File: src/hdl/rmt_pkg.sv
package rmt_pkg;

   localparam int CAPACITY    = 1024;
   localparam int SAMPLE_BITS = 16;
   localparam int ADDR_BITS   = $clog2(CAPACITY);
   localparam int COUNT_BITS  = 11;
   localparam int MEDIAN_BITS = SAMPLE_BITS + 1;

   typedef logic signed [SAMPLE_BITS-1:0] sample_type;
   typedef logic signed [MEDIAN_BITS-1:0] median_type;
   typedef logic [COUNT_BITS-1:0]         count_type;
   typedef logic [ADDR_BITS-1:0]          addr_type;

   typedef enum logic [3:0] {
      ST_IDLE,
      ST_READ,
      ST_COMPARE,
      ST_INSERT,
      ST_MED_HI,
      ST_MED_LO,
      ST_MED_CAP,
      ST_DONE
   } state_type;

   typedef struct packed {
      logic load;
      logic rd_prev;
      logic shift;
      logic insert;
      logic rd_lo;
      logic cap_a;
      logic cap_b;
      logic rsp_load;
   } cmd_type;

   typedef struct packed {
      logic full;
      logic pos_zero;
      logic greater;
      logic out_busy;
   } status_type;

endpackage

File: src/hdl/rmt_ctrl.sv
module rmt_ctrl (
   input  logic                clock,
   input  logic                reset,
   input  logic                req_valid,
   input  rmt_pkg::status_type status,
   output logic                req_ready,
   output rmt_pkg::cmd_type    cmd
);
   import rmt_pkg::*;

   state_type state_ff;
   state_type state_in;
   logic      accept;

   assign accept = req_valid && (state_ff == ST_IDLE);

   always_ff @(posedge clock) begin
      if (reset) begin
         state_ff <= ST_IDLE;
      end else begin
         state_ff <= state_in;
      end
   end

   always_comb begin
      state_in = state_ff;
      unique case (state_ff)
         ST_IDLE: begin
            if (accept) begin
               state_in = status.full ? ST_MED_HI : ST_READ;
            end
         end
         ST_READ:    state_in = status.pos_zero ? ST_INSERT : ST_COMPARE;
         ST_COMPARE: state_in = status.greater ? ST_READ : ST_INSERT;
         ST_INSERT:  state_in = ST_MED_HI;
         ST_MED_HI:  state_in = ST_MED_LO;
         ST_MED_LO:  state_in = ST_MED_CAP;
         ST_MED_CAP: state_in = ST_DONE;
         ST_DONE: begin
            if (!status.out_busy) begin
               state_in = ST_IDLE;
            end
         end
         default:    state_in = ST_IDLE;
      endcase
   end

   always_comb begin
      cmd = '0;
      req_ready = 1'b0;
      unique case (state_ff)
         ST_IDLE: begin
            req_ready = 1'b1;
            cmd.load  = accept;
         end
         ST_READ:    cmd.rd_prev = !status.pos_zero;
         ST_COMPARE: cmd.shift = status.greater;
         ST_INSERT:  cmd.insert = 1'b1;
         ST_MED_HI:  cmd.rd_lo = 1'b0;
         ST_MED_LO: begin
            cmd.rd_lo = 1'b1;
            cmd.cap_a = 1'b1;
         end
         ST_MED_CAP: cmd.cap_b = 1'b1;
         ST_DONE:    cmd.rsp_load = !status.out_busy;
         default:    cmd = '0;
      endcase
   end
endmodule

File: config.mk
export PLATFORM = sky130hd
export DESIGN_NAME = rmt_ctrl
export DESIGN_NICKNAME = d
export VERILOG_FILES = /design/src/hdl/rmt_pkg.sv /design/src/hdl/rmt_ctrl.sv
export SDC_FILE = /design/constraint.sdc
export NUM_CORES = 1
export LEC_CHECK = 0
export ABC_AREA = 1
export BUFFER_PORTS_ARGS = -buffer_cell sky130_fd_sc_hd__buf_2
export CORE_AREA = 2 2 39 41
export CTS_BUF_LIST = sky130_fd_sc_hd__clkbuf_4
export DETAILED_ROUTE_END_ITERATION = 10
export DIE_AREA = 0 0 41 43
export PLACE_DENSITY_LB_ADDON = 0.08
export SYNTH_ARGS = -nofsm -noshare
export SYNTH_HDL_FRONTEND = slang
export SYNTH_SLANG_ARGS = --single-unit
export TNS_END_PERCENT = 50
File: constraint.sdc
create_clock -name clock -period 1.3 [get_ports clock]
set_input_delay 0.26 -clock clock [delete_from_list [all_inputs] [get_ports clock]]
set_output_delay 0.26 -clock clock [all_outputs]
set_load 0.005 [all_outputs]
==> metrics.md <==
| Metric | Value |
|---|---|
| Crit path launch | `state_ff[1]` |
| Post-Synth XOR/XNOR Area | `0` |
| R2R Path End | `state_ff[0]` |
| RSZ-0062 raised after global routing | `yes` |
| Hold crit path type | `input pin to register` |
| Static Leak | `0.2569 nW` |
| Relative max-transition margin | `0.9002` |
| Final WL | `704 microns` |
| Post-synthesis compound-gate area fraction | `0.1111` |
| Top-Level Pins | `16` |
| TritonCTS buffer count | `3` |
| Largest register FFs | `3` |
| Worst setup SP type | `register` |
| Global route overflow | `0` |
| IR drop worst, VDD | `0.4342 mV` |
| Combinational family with the most area after synthesis | `simple AND/OR/NAND/NOR gates` |
| Worst endpoint required time | `1.04 ns` |
| CP endpoint | `cmd[7]` |
| Count of H-tree levels built during CTS | `1` |
| Critical-path maximum fanout | `7` |
| Fmax | `between 0.7 and 0.8 GHz` |
| Number of antenna violations at the first check in global routing | `0` |
| Hold buffer count at CTS | `0` |
| CTS root buf | `clkbuf_4` |
| Result of the run | `finished, final reports clean` |
| X dimension of the die | `41 microns` |
| Count of warnings emitted by yosys | `0` |
| Worst reg-to-reg path cell count | `7` |
| Detail Placement HPWL | `562.8 microns` |
| Core region area | `1384 sq um` |
| Arrival time worst endpoint | `1.00 ns` |
| Synthesized area per cell | `5.990 sq um` |
| Synthesized instance count | `47` |
| Critical path start-end classification | `register to output pin` |
| Number of global-route vias before repair | `304` |
| Synthesis-stage register bit count | `3` |
| Pin count of the biggest net entering global routing | `10` |
| Rows | `14` |
| Number of detailed-route iterations in the first pass | `2` |
| Share of cells above drive strength 1 | `0.5606` |
| Via density per instance | `4.171` |
| Simple-gate portion of the synthesized area | `0.4000` |
| Worst Setup End Kind | `output pin` |
| TritonCTS clock tree | `built` |
| Final clock skew | `0.003222 ns` |
| Combined area of all synthesized cells | `281.5 sq um` |
| Sequential area share after synthesis | `0.2133` |
| Post-Synth Adder-Cell Area | `0` |
| Top flop regs | `state_ff x3` |
| Placer congestion estimate | `0.7134` |
| Area grow syn2layout | `53.33%` |
| Top library cells by usage in the layout, fill and taps aside | `buf_2, nand2_1, inv_1` |
| Starting utilization of the core area | `0.2034` |
| Register with the most flip-flops | `state_ff` |
| Max Transition Viols Final | `0` |
| Final period utilization | `0.9665` |
| Die height | `43 microns` |
| Reg-to-reg critical path startpoint | `state_ff[2]` |
| Total track usage | `0.09409` |
| Starting DRC count in detailed routing | `2` |
| Drt wl/cell | `roughly 8.6 microns` |
| Fin Setup TNS | `0 ns` |
| Net count, final | `between 70 and 80` |
| # Max-Cap Violations | `0` |
| Share of synthesized area spent on multiplexers | `0` |
| Remaining antenna violation count | `0` |
| Endpoints failing setup | `0` |
| Worst-case hold slack | `roughly 0.19 ns` |
| Leading cell type in the layout, fill and taps excluded | `buf_2` |
| Final hold vios | `0` |
| Hold path depth | `2` |
| Number of distinct library cell variants in the gate-level netlist after synthesis | `18` |
| Slew of the pin with the lowest slew margin | `around 0.15 ns` |
| Reg-to-reg setup timing slack | `about 0.30 ns` |
| Via total after detailed routing | `342` |
| First-pass GRT wire length | `1.131 mm` |
| Synth Net Count | `54` |
| Antenna cell count | `0` |
| Clock latency on the worst-skew pair | `about 0.23 ns` |
| # port buffers | `15` |
| Total power density per cell area | `1197 nW/um^2` |
| Post-detailed-route DRC marker count | `0` |
| Final critical-path required period | `1.256 ns` |
| Maximum clock insertion buffer count | `2` |
| Clock Sink Count | `3` |
| Clock edge transition at the registers on the reported setup and hold paths | `0.04 ns` |
| Sum of internal, switching and leakage power | `slightly above 0.0005 W` |
| Die Outline Area | `1763 sq um` |
through the flow:
stage	instances	setup slack, ns	util	instance area (sq um)
5_1_grt	82	-0.03631	0.3119	431.7
3_5_place_dp	77	0.1521	0.2640	365.4
4_1_cts	81	-0.01472	0.2911	402.9
2_1_floorplan	47	0.2684	-	281.5
6_report	82	0.04358	0.3119	431.7
3_3_place_gp	77	0.1569	0.2640	365.4
report_power, final:
part	internal, W	leakage, nW	switching (W)
registers	0.000111	0.0261	0.0000271
logic	0.0000844	0.212	0.000109
clock network	0.000136	0.0184	0.0000496
critical path, stage by stage (launching register included):
cell and delay, ns:
dfxtp_4 0.37, nor2_4 0.14, inv_2 0.05, nor3_2 0.08
buf_2 0.12
per-layer routing:
metal / GRT usage / vias to the layer above / routed length, microns
li1: - / 179 / -
met1: 0.1178 / 154 / 304
met2: 0.1406 / 9 / 362
met3: 0.04712 / 0 / 37
met4: 0.02000 / 0 / 0
met5: 0 / - / 0
synth_stat cells:
library cell | count | area share
a21oi_1 | 1 | 0.018
a21oi_2 | 1 | 0.031
buf_4 | 2 | 0.053
buf_6 | 1 | 0.040
clkinvlp_4 | 1 | 0.027
dfxtp_1 | 3 | 0.21
inv_1 | 6 | 0.080
inv_2 | 4 | 0.053
inv_4 | 1 | 0.022
nand2_1 | 10 | 0.13
nand2_2 | 1 | 0.022
nand3_2 | 1 | 0.036
nand4_1 | 3 | 0.067
nor2_1 | 5 | 0.067
nor2_2 | 1 | 0.022
nor3_1 | 3 | 0.053
o21ai_1 | 2 | 0.036
o21bai_1 | 1 | 0.027
area by class of cell:
cell class / instances / area (sq um)
Fill cell: 169 / 952.2
Multi-Input combinational cell: 29 / 161.4
Timing Repair Buffer: 18 / 101.3
Sequential cell: 3 / 67.56
Inverter: 12 / 51.30
Clock buffer: 4 / 30.03
Tap cell: 16 / 20.02
logic make-up (layout without fill, tap and decap cells):
logic type | Yosys count | count (layout)
and+or+nand+nor | 24 | 24
DFF | 3 | 3
buffers and inverters | 15 | 34
AOI/OAI and AO/OA | 5 | 5
worst min-delay path by stage:
stage	start	end	slack, ns
floorplan	reset	state_ff[0]	0.33
global placement	reset	state_ff[0]	0.44
detailed placement	reset	state_ff[0]	0.44
CTS	reset	state_ff[0]	0.19
global route	reset	state_ff[0]	0.19
finish	reset	state_ff[0]	0.19
repair_timing:
action / in CTS / in global routing
pin swaps: 0 / 2
resized for setup: 3 / 6
setup buffers: 0 / 1
setup endpoints to repair: 8 / 7
Power figures use the tool's default switching activity.
